### src/rtl/ple_pkg.sv
// ----------------------------------------------------------------------------
// Positional list engine package
// Shared types and constants for the list cells and the top level.
// ----------------------------------------------------------------------------
package ple_pkg;

  // Default number of list entries.
  localparam int unsigned PleCapacity = 16;

  // Width of a list index inside the cell row; covers the largest capacity.
  localparam int unsigned PleIdxW = 9;

  localparam int unsigned PleWordW = 32;

  typedef enum logic [1:0] {
    OpInsert     = 2'd0,
    OpRemoveAt   = 2'd1,
    OpRemoveLast = 2'd2
  } opcode_e;

  typedef enum logic [1:0] {
    StDone  = 2'd0,
    StFull  = 2'd1,
    StEmpty = 2'd2
  } status_e;

  // Broadcast from the control to every cell of the row.
  typedef struct packed {
    logic               ins;
    logic               rem;
    logic [PleIdxW-1:0] pos;
  } cell_ctrl_t;

endpackage

### src/rtl/ple_cell.sv
// ----------------------------------------------------------------------------
// Positional list cell
// Holds one list entry and shifts toward either neighbor on insert or remove.
// ----------------------------------------------------------------------------
module ple_cell
  import ple_pkg::*;
#(
  parameter int unsigned INDEX = 0
) (
  input  logic                clk_i,
  input  cell_ctrl_t          ctrl_i,
  input  logic [PleWordW-1:0] write_value_i,
  input  logic [PleWordW-1:0] lower_word_i,
  input  logic [PleWordW-1:0] upper_word_i,
  output logic [PleWordW-1:0] word_o,
  output logic [PleWordW-1:0] read_o
);

  localparam logic [PleIdxW-1:0] MyIdx = PleIdxW'(INDEX);

  logic [PleWordW-1:0] word_q, word_d;
  logic                hit;

  assign hit = (ctrl_i.pos == MyIdx);

  always_comb begin
    word_d = word_q;
    if (ctrl_i.ins) begin
      if (hit) begin
        word_d = write_value_i;
      end else if (MyIdx > ctrl_i.pos) begin
        word_d = lower_word_i;
      end
    end else if (ctrl_i.rem && (MyIdx >= ctrl_i.pos)) begin
      word_d = upper_word_i;
    end
  end

  // Entries carry no reset; only slots below the count are ever read.
  always_ff @(posedge clk_i) begin
    word_q <= word_d;
  end

  assign word_o = word_q;
  assign read_o = hit ? word_q : '0;

endmodule

### src/rtl/positional_list_engine.sv
// ----------------------------------------------------------------------------
// Positional list engine
// The result strobe rises in the cycle after the request is taken.
// Throughput: one request per cycle; every cell shifts in parallel, busy_o stays low.
// Reset clears the entry count and the result strobe; entries are not cleared.
// The receiver cannot stall; each result is shown for exactly one cycle.
// ----------------------------------------------------------------------------
module positional_list_engine
  import ple_pkg::*;
#(
  parameter int unsigned CAPACITY = PleCapacity
) (
  input  logic        clk_i,
  input  logic        rst_ni,
  input  logic        start_i,
  output logic        busy_o,
  input  logic [1:0]  opcode_i,
  input  logic [4:0]  position_i,
  input  logic [31:0] write_value_i,
  output logic        done_o,
  output logic [31:0] removed_value_o,
  output logic [1:0]  status_o,
  output logic [4:0]  entry_count_o
);

  localparam int unsigned CntW = $clog2(CAPACITY + 1);
  localparam logic [CntW-1:0] CapCnt = CntW'(CAPACITY);

  logic [CntW-1:0]     count_q, count_d;
  logic                done_q;
  logic [31:0]         removed_q, removed_d;
  status_e             status_q, status_d;
  cell_ctrl_t          ctrl;
  logic [PleIdxW-1:0]  count_ix, pos_ix;
  logic [PleWordW-1:0] words [CAPACITY];
  logic [PleWordW-1:0] reads [CAPACITY];
  logic [PleWordW-1:0] read_word;

  assign count_ix = PleIdxW'(count_q);
  assign pos_ix   = PleIdxW'(position_i);

  always_comb begin
    ctrl     = '0;
    count_d  = count_q;
    status_d = StDone;
    if (start_i) begin
      unique case (opcode_e'(opcode_i))
        OpInsert: begin
          if (count_q >= CapCnt) begin
            status_d = StFull;
          end else begin
            ctrl.ins = 1'b1;
            ctrl.pos = (pos_ix < count_ix) ? pos_ix : count_ix;
            count_d  = count_q + CntW'(1);
          end
        end
        OpRemoveAt: begin
          if (pos_ix < count_ix) begin
            ctrl.rem = 1'b1;
            ctrl.pos = pos_ix;
            count_d  = count_q - CntW'(1);
          end else begin
            status_d = StEmpty;
          end
        end
        OpRemoveLast: begin
          if (count_q != '0) begin
            ctrl.rem = 1'b1;
            ctrl.pos = count_ix - PleIdxW'(1);
            count_d  = count_q - CntW'(1);
          end else begin
            status_d = StEmpty;
          end
        end
        default: begin
          ctrl = '0;
        end
      endcase
    end
  end

  for (genvar i = 0; i < CAPACITY; i++) begin : g_cell
    logic [PleWordW-1:0] lower_word, upper_word;
    if (i == 0) begin : g_first
      assign lower_word = '0;
    end else begin : g_inner_lo
      assign lower_word = words[i-1];
    end
    if (i == CAPACITY - 1) begin : g_last
      assign upper_word = '0;
    end else begin : g_inner_hi
      assign upper_word = words[i+1];
    end
    ple_cell #(
      .INDEX (i)
    ) u_cell (
      .clk_i         (clk_i),
      .ctrl_i        (ctrl),
      .write_value_i (write_value_i),
      .lower_word_i  (lower_word),
      .upper_word_i  (upper_word),
      .word_o        (words[i]),
      .read_o        (reads[i])
    );
  end

  // Only the addressed cell drives a nonzero read word, so an OR selects it.
  always_comb begin
    read_word = '0;
    for (int unsigned k = 0; k < CAPACITY; k++) begin
      read_word = read_word | reads[k];
    end
  end

  assign removed_d = ctrl.rem ? read_word : '0;

  always_ff @(posedge clk_i or negedge rst_ni) begin
    if (!rst_ni) begin
      count_q <= '0;
      done_q  <= 1'b0;
    end else begin
      count_q <= count_d;
      done_q  <= start_i;
    end
  end

  always_ff @(posedge clk_i) begin
    removed_q <= removed_d;
    status_q  <= status_d;
  end

  assign busy_o          = 1'b0;
  assign done_o          = done_q;
  assign removed_value_o = removed_q;
  assign status_o        = status_q;
  assign entry_count_o   = 5'(count_q);

`ifndef SYNTH
  a_done_follows_start: assert property (@(posedge clk_i) disable iff (!rst_ni)
    start_i |=> done_o)
    else $error("result strobe missing after a request");

  a_no_spurious_done: assert property (@(posedge clk_i) disable iff (!rst_ni)
    !start_i |=> !done_o)
    else $error("result strobe without a request");

  a_count_bounded: assert property (@(posedge clk_i) disable iff (!rst_ni)
    count_q <= CapCnt)
    else $error("entry count exceeds capacity");

  a_full_means_full: assert property (@(posedge clk_i) disable iff (!rst_ni)
    (done_o && (status_o == StFull)) |-> (count_q == CapCnt))
    else $error("insert dropped while list not full");
`endif

endmodule

### config.mk
export PLATFORM = sky130hd
export DESIGN_NAME = positional_list_engine
export DESIGN_NICKNAME = d
export VERILOG_FILES = /design/src/rtl/ple_pkg.sv /design/src/rtl/ple_cell.sv /design/src/rtl/positional_list_engine.sv
export SDC_FILE = /design/constraint.sdc
export NUM_CORES = 1
export LEC_CHECK = 0
export ABC_AREA = 1
export BUFFER_PORTS_ARGS = -buffer_cell sky130_fd_sc_hd__buf_2
export CAP_MARGIN = 30
export CORE_UTILIZATION = 43
export DETAILED_ROUTE_END_ITERATION = 8
export GPL_TIMING_DRIVEN = 0
export MAX_ROUTING_LAYER = met4
export PLACE_DENSITY = 0.58
export SETUP_SLACK_MARGIN = 0.2
export SYNTH_ARGS = -nofsm -noshare
export SYNTH_HDL_FRONTEND = slang
export SYNTH_HIERARCHICAL = 1
export SYNTH_SLANG_ARGS = --single-unit
### constraint.sdc
create_clock -name clk_i -period 11.5 [get_ports clk_i]
set_input_delay 1.15 -clock clk_i [delete_from_list [all_inputs] [get_ports clk_i]]
set_output_delay 1.15 -clock clk_i [all_outputs]
set_load 0.02 [all_outputs]
# == Yosys cells after proc, flatten, opt, wreduce, memory -nomap -nowiden ==
# Cells that the tools add are included.
# W data, S select, Z words.
# classes
shifts,0
n_bitwise,15
div,0
add_sub_neg,3
n_eq_ne,36
order_cmp,34
mul,0
n_mux,97
reduce_logical,53
# ops
cell,n
$mux W32,80
$or A32 B32 Y32,15
$eq A9 B4 Y1 const B,8
$ge A4 B9 Y1 const A,8
$gt A4 B9 Y1 const A,8
$ne A3 B1 Y1 const B,16
$eq A9 B3 Y1 const B,4
$ge A3 B9 Y1 const A,4
$gt A3 B9 Y1 const A,4
$reduce_and A2 Y1,16
$reduce_bool A2 Y1,16
$pmux W9 S3,1
$mux W5,5
$mux W10,2
$eq A9 B2 Y1 const B,2
$ge A1 B9 Y1 const A,2
$ge A2 B9 Y1 const A,2
$gt A1 B9 Y1 const A,2
$gt A2 B9 Y1 const A,2
$logic_and A1 B1 Y1,16
$pmux W5 S3,1
$mux W11,1
$eq A9 B1 Y1 const B,1
$logic_not A9 Y1,1
16 further kinds,21
# totals
register_bits,552
ramBits,0
rom_bits,0
out_inout_bits,41
memories,0
latch_bits,0
elab_cells,258
in_bits,42

# == Logic depth before layout (Yosys ltp) ==
# logic_depth
word_depth,22
mapped_depth,22
mapped_depth_nobuf,21

# == Hierarchy ==
# The synthesis kept the hierarchy.
# modules_own_cells
module,seq_area_each_um2,area_per_inst_um2,instances,cells_each
positional_list_engine,830.8,2934.1,1,431
ple_cell (g_cell[13].u_cell),960.9,2494.9,1,359
ple_cell (g_cell[2].u_cell),960.9,2432.3,1,364
ple_cell (g_cell[7].u_cell),960.9,2431.1,1,323
ple_cell (g_cell[5].u_cell),960.9,2429.8,1,324
ple_cell (g_cell[12].u_cell),960.9,2428.6,1,362
ple_cell (g_cell[4].u_cell),960.9,2389.8,1,324
ple_cell (g_cell[0].u_cell),960.9,2382.3,1,325
ple_cell (g_cell[3].u_cell),960.9,2374.8,1,361
ple_cell (g_cell[9].u_cell),960.9,2364.8,1,320
ple_cell (g_cell[15].u_cell),960.9,2334.7,1,355
ple_cell (g_cell[10].u_cell),960.9,2329.7,1,359
ple_cell (g_cell[11].u_cell),960.9,2318.5,1,353
ple_cell (g_cell[14].u_cell),960.9,2317.2,1,353
+3 rows,n/a,n/a,n/a,n/a

# == Least setup slack after synthesis ==
# OpenSTA, ideal clock, no wires.
# synth_timing
path_type,input to register
from,input opcode_i[0]
to,"register removed_q[4], in the netlist removed_value_o[4]"
n_path_buf,2
arrival_ns,11.883
required_ns,11.383
slack_ns,-0.500
setup_ns,0.117
stages,13
path_cell_list,ha_1 > or2_1 > buf_6 > nor4_1 > inv_1 > nand3_1 > nand3b_4 > buf_2 > nor2_1 > nor4_1 > nand2_1 > nor2_1 > nor2_4
# synth_rtl
element,line_no,source
from (decl),positional_list_engine.sv:17,"input logic [1:0] opcode_i,"
to (signal assigned),positional_list_engine.sv:128,removed_q <= removed_d;
to (decl),positional_list_engine.sv:31,"logic [31:0] removed_q, removed_d;"

==> summary.md <==
| Metric | Value |
|---|---|
| Detail Route Antenna Nets | `0` |
| Post-synth EDFFs | `512` |
| Drt total wl | `120000 um` |
| Pre-CTS WS | `5.92 ns` |
| Post-CTS Setup Bufs | `0` |
| Site Rows | `112` |
| H-tree levels | `3` |
| Die Span Y | `310 um` |
| Setup_tns | `0 ns` |
| Hold crit path type | `input port to asynchronous set/reset pin` |
| Core area | `93700 um2` |
| Adder-cell share of the synthesized area | `0.417%` |
| NumNets Final | `6246` |
| Storage cell area | `16200 um2` |
| Max frequency | `0.199 GHz` |
| Fin crit share | `43.7%` |
| Vias in the first global route | `33600` |
| Worst Slack Setup Final | `6.47 ns` |
| Compound-Gate Fraction of Synth Area | `4.03%` |
| Fillers | `9562` |
| Post-DP HPWL | `97900 um` |
| Initial core utilization | `43.6%` |
| Final Critical Period | `5.03 ns` |
| Final Power | `7.58 mW` |
| FF+latch count, synth | `552` |
| GRT Util Overall | `25.8%` |
| Max clock buf depth | `3` |
| Post-synth top area cell | `edfxtp_1` |
| Async set-or-reset flop fraction in the synthesized netlist | `1.09%` |
| Simple-gate area share of the yosys netlist | `37.6%` |
| Sink Count | `552` |
| Clk_lat worst skew | `0.64 ns` |
| Synth Area in XOR/XNOR | `0.107%` |
| Required time worst endpoint | `12.00 ns` |
| First-pass GRT wire length | `189000 um` |
| CTS Buf Count | `71` |
| Arr. time, crit path | `5.53 ns` |
| Post-synthesis mux area share | `0%` |
| CTS tree | `built` |
| Most common library cells after synthesis | `nand2_1, inv_1, nand3_1, edfxtp_1, nor2_1` |
| Post-CTS Resized | `0` |
| Hold-fix buffers at CTS | `0` |
| Area of the multi-input gates | `17600 um2` |
| Die W | `310 um` |
| Total Die Area | `96200 um2` |
| Skew final | `0.0240 ns` |
| Most frequent cell after synthesis | `nand2_1` |
| Sequential area share after synthesis | `39.7%` |
| Crit-path max FO | `29` |
| Util after Layout | `49.0%` |
| Final Hold Viols | `0` |
| Count of pins over their slew limit | `0` |
| Buffers on Ports | `81` |
| Setup CP Type | `input port to register` |
| Status | `complete, no violations` |
| Max incr delay on CP | `0.71 ns` |
| Slew @ Worst Pin | `0.991 ns` |
| Largest net degree at the start of global routing | `33` |
| GP Congestion | `0.902` |
| Post-synthesis average cell area | `6.87 um2` |
| Area Overhead vs Synth | `12.5%` |
| Top Ports | `83` |
| LEAKAGE | `24.6 nW` |
| Synthesized area | `40800 um2` |
| Yosys cell types | `47` |
| Post-Syn Instances | `5949` |
| Initial antenna violation count | `2` |
| # DRC | `0` |
| Clock transition time at the flip-flop clock pins of the worst setup and hold paths | `0.06 ns` |
| Min Hold Slack | `0.336 ns` |
| Largest family of logic cells by synthesized area | `simple AND/OR/NAND/NOR gates` |
| First-pass DRT Iterations | `5` |
| RSZ-0062 raised after global routing | `no` |
| Synth top area share | `37.6%` |
| Vias | `34800` |
| Crit-path slowest cell | `nor2_4` |
| Worst IR Drop VDD | `0.114 mV` |
| WL/cell | `16.0 um` |
| Slew headroom | `33.6%` |
| Pwr dens | `165 nW/um2` |
| Via/cell ratio | `4.64` |
| Final setup fails | `0` |
| Fraction of layout cells with a size suffix above 1 | `11.3%` |
| GRT overflow | `0` |
| Setup crit end kind | `register` |
| Critical path, cell by cell | `buf_2 > ha_1 > nand2_1 > inv_1 > nand2_1 > nand2_1 > nor2_1 > nand3_1 > nand2_1 > nor2_1 > nor2_4 > nor2_1 > nand2_1 > nor2_4 > nand2_4 > clkbuf_1 > nor2_1 > nor4_1 > nand2_1 > nor2_1 > nor2_1` |
| Main synth FF type | `edfxtp_1` |
| Synth Warn # | `6` |
| Clock root buffer | `clkbuf_16` |
| Detailed Route Iter0 Violations | `2715` |
| Max cap viols | `0` |
| Largest cells by area after synthesis | `edfxtp_1, nand2_1, inv_1` |
| CP startpoint kind | `input port` |
==> layout by cell type (no fill, tap or decap), types with 15 or more instances in the layout <==
cell,n
buf_4,19
buf_6,90
buf_1,17
nor4_1,128
clkbuf_1,112
nand2_1,1504
o21bai_1,183
dfxtp_1,34
nand3_1,1011
nand2_2,23
edfxtp_1,512
nor2_1,494
nor2_2,160
nor2_4,23
inv_2,18
inv_1,1415
clkinv_2,15
conb_1,65
clkbuf_16,75
buf_2,195
==> layer usage <==
| layer | vias up | GRT usage [%] | part of all wire [%] |
|---|---|---|---|
| li1 | 18700 | - | - |
| met4 | 0 | 7.06 | 2.6 |
| met1 | 15100 | 33.8 | 46 |
| met2 | 831 | 42.6 | 46 |
| met3 | 163 | 2.55 | 4.7 |
| met5 | - | - | 0 |
==> worst max-delay path: cells and delay by family <==
| family | cells | cell delay (ns) |
|---|---|---|
| fa+ha+maj | 1 | 0.30 |
| buf+inv | 3 | 0.55 |
| simple gates | 17 | 3.47 |
==> cells by family (layout without fill, tap and decap cells) <==
kind of cell	after synthesis	after routing
DFF	552	552
AOI/OAI and AO/OA	216	216
other	1	67
and+or+nand+nor	3401	3401
xor gates and xnor gates	5	5
adders and majority gates	13	13
buffers and inverters	1761	1998
==> final timing paths <==
kind	from	end	slack, ns	cells after the start
hold / removal	rst_ni	entry_count_o[2]	0.34	1
setup / recovery	position_i[4]	removed_value_o[25]	6.47	21
max in group asynchronous	rst_ni	done_o	11.02	1
hold reg to reg	g_cell[15].u_cell/word_o[0]	g_cell[14].u_cell/word_o[0]	0.54	2
min in group clk_i	g_cell[15].u_cell/word_o[0]	g_cell[14].u_cell/word_o[0]	0.54	2
setup reg to reg	entry_count_o[3]	removed_value_o[25]	6.48	21
==> metrics by stage <==
step                      instance area (um2)  std cells
after CTS                               45900       7504
after floorplan                         41100       6013
final                                   45900       7506
after global routing                    45900       7505
after detailed placement                43600       7372
after global placement                  43100       7348
==> power breakdown <==
| group | total [mW] | switching [mW] | internal (mW) |
|---|---|---|---|
| sequential | 2.85 | 0.234 | 2.62 |
| clock | 2.25 | 0.912 | 1.34 |
| combinational | 2.48 | 1.68 | 0.796 |
| total | 7.58 | 2.83 | 4.75 |
==> layout make-up <==
cell class	count	area share, %
Sequential cell	552	35.3
Multi-Input combinational cell	3700	38.3
Buffer	325	4.43
Inverter	1436	11.7
Timing Repair Buffer	105	1.76
Clock buffer	98	4.40
Clock inverter	34	0.637
Tap cell	1254	3.42
Antenna cell	2	0.0109
==> registers in the layout, summed over array words and instances (netlist names) <==
| signal | count |
|---|---|
| status_o | 2 |
| done_o | 1 |
| g_cell.u_cell/word_o | 512 |
| removed_value_o | 32 |
| entry_count_o | 5 |
Note: power is estimated with default switching activity, not from simulation.
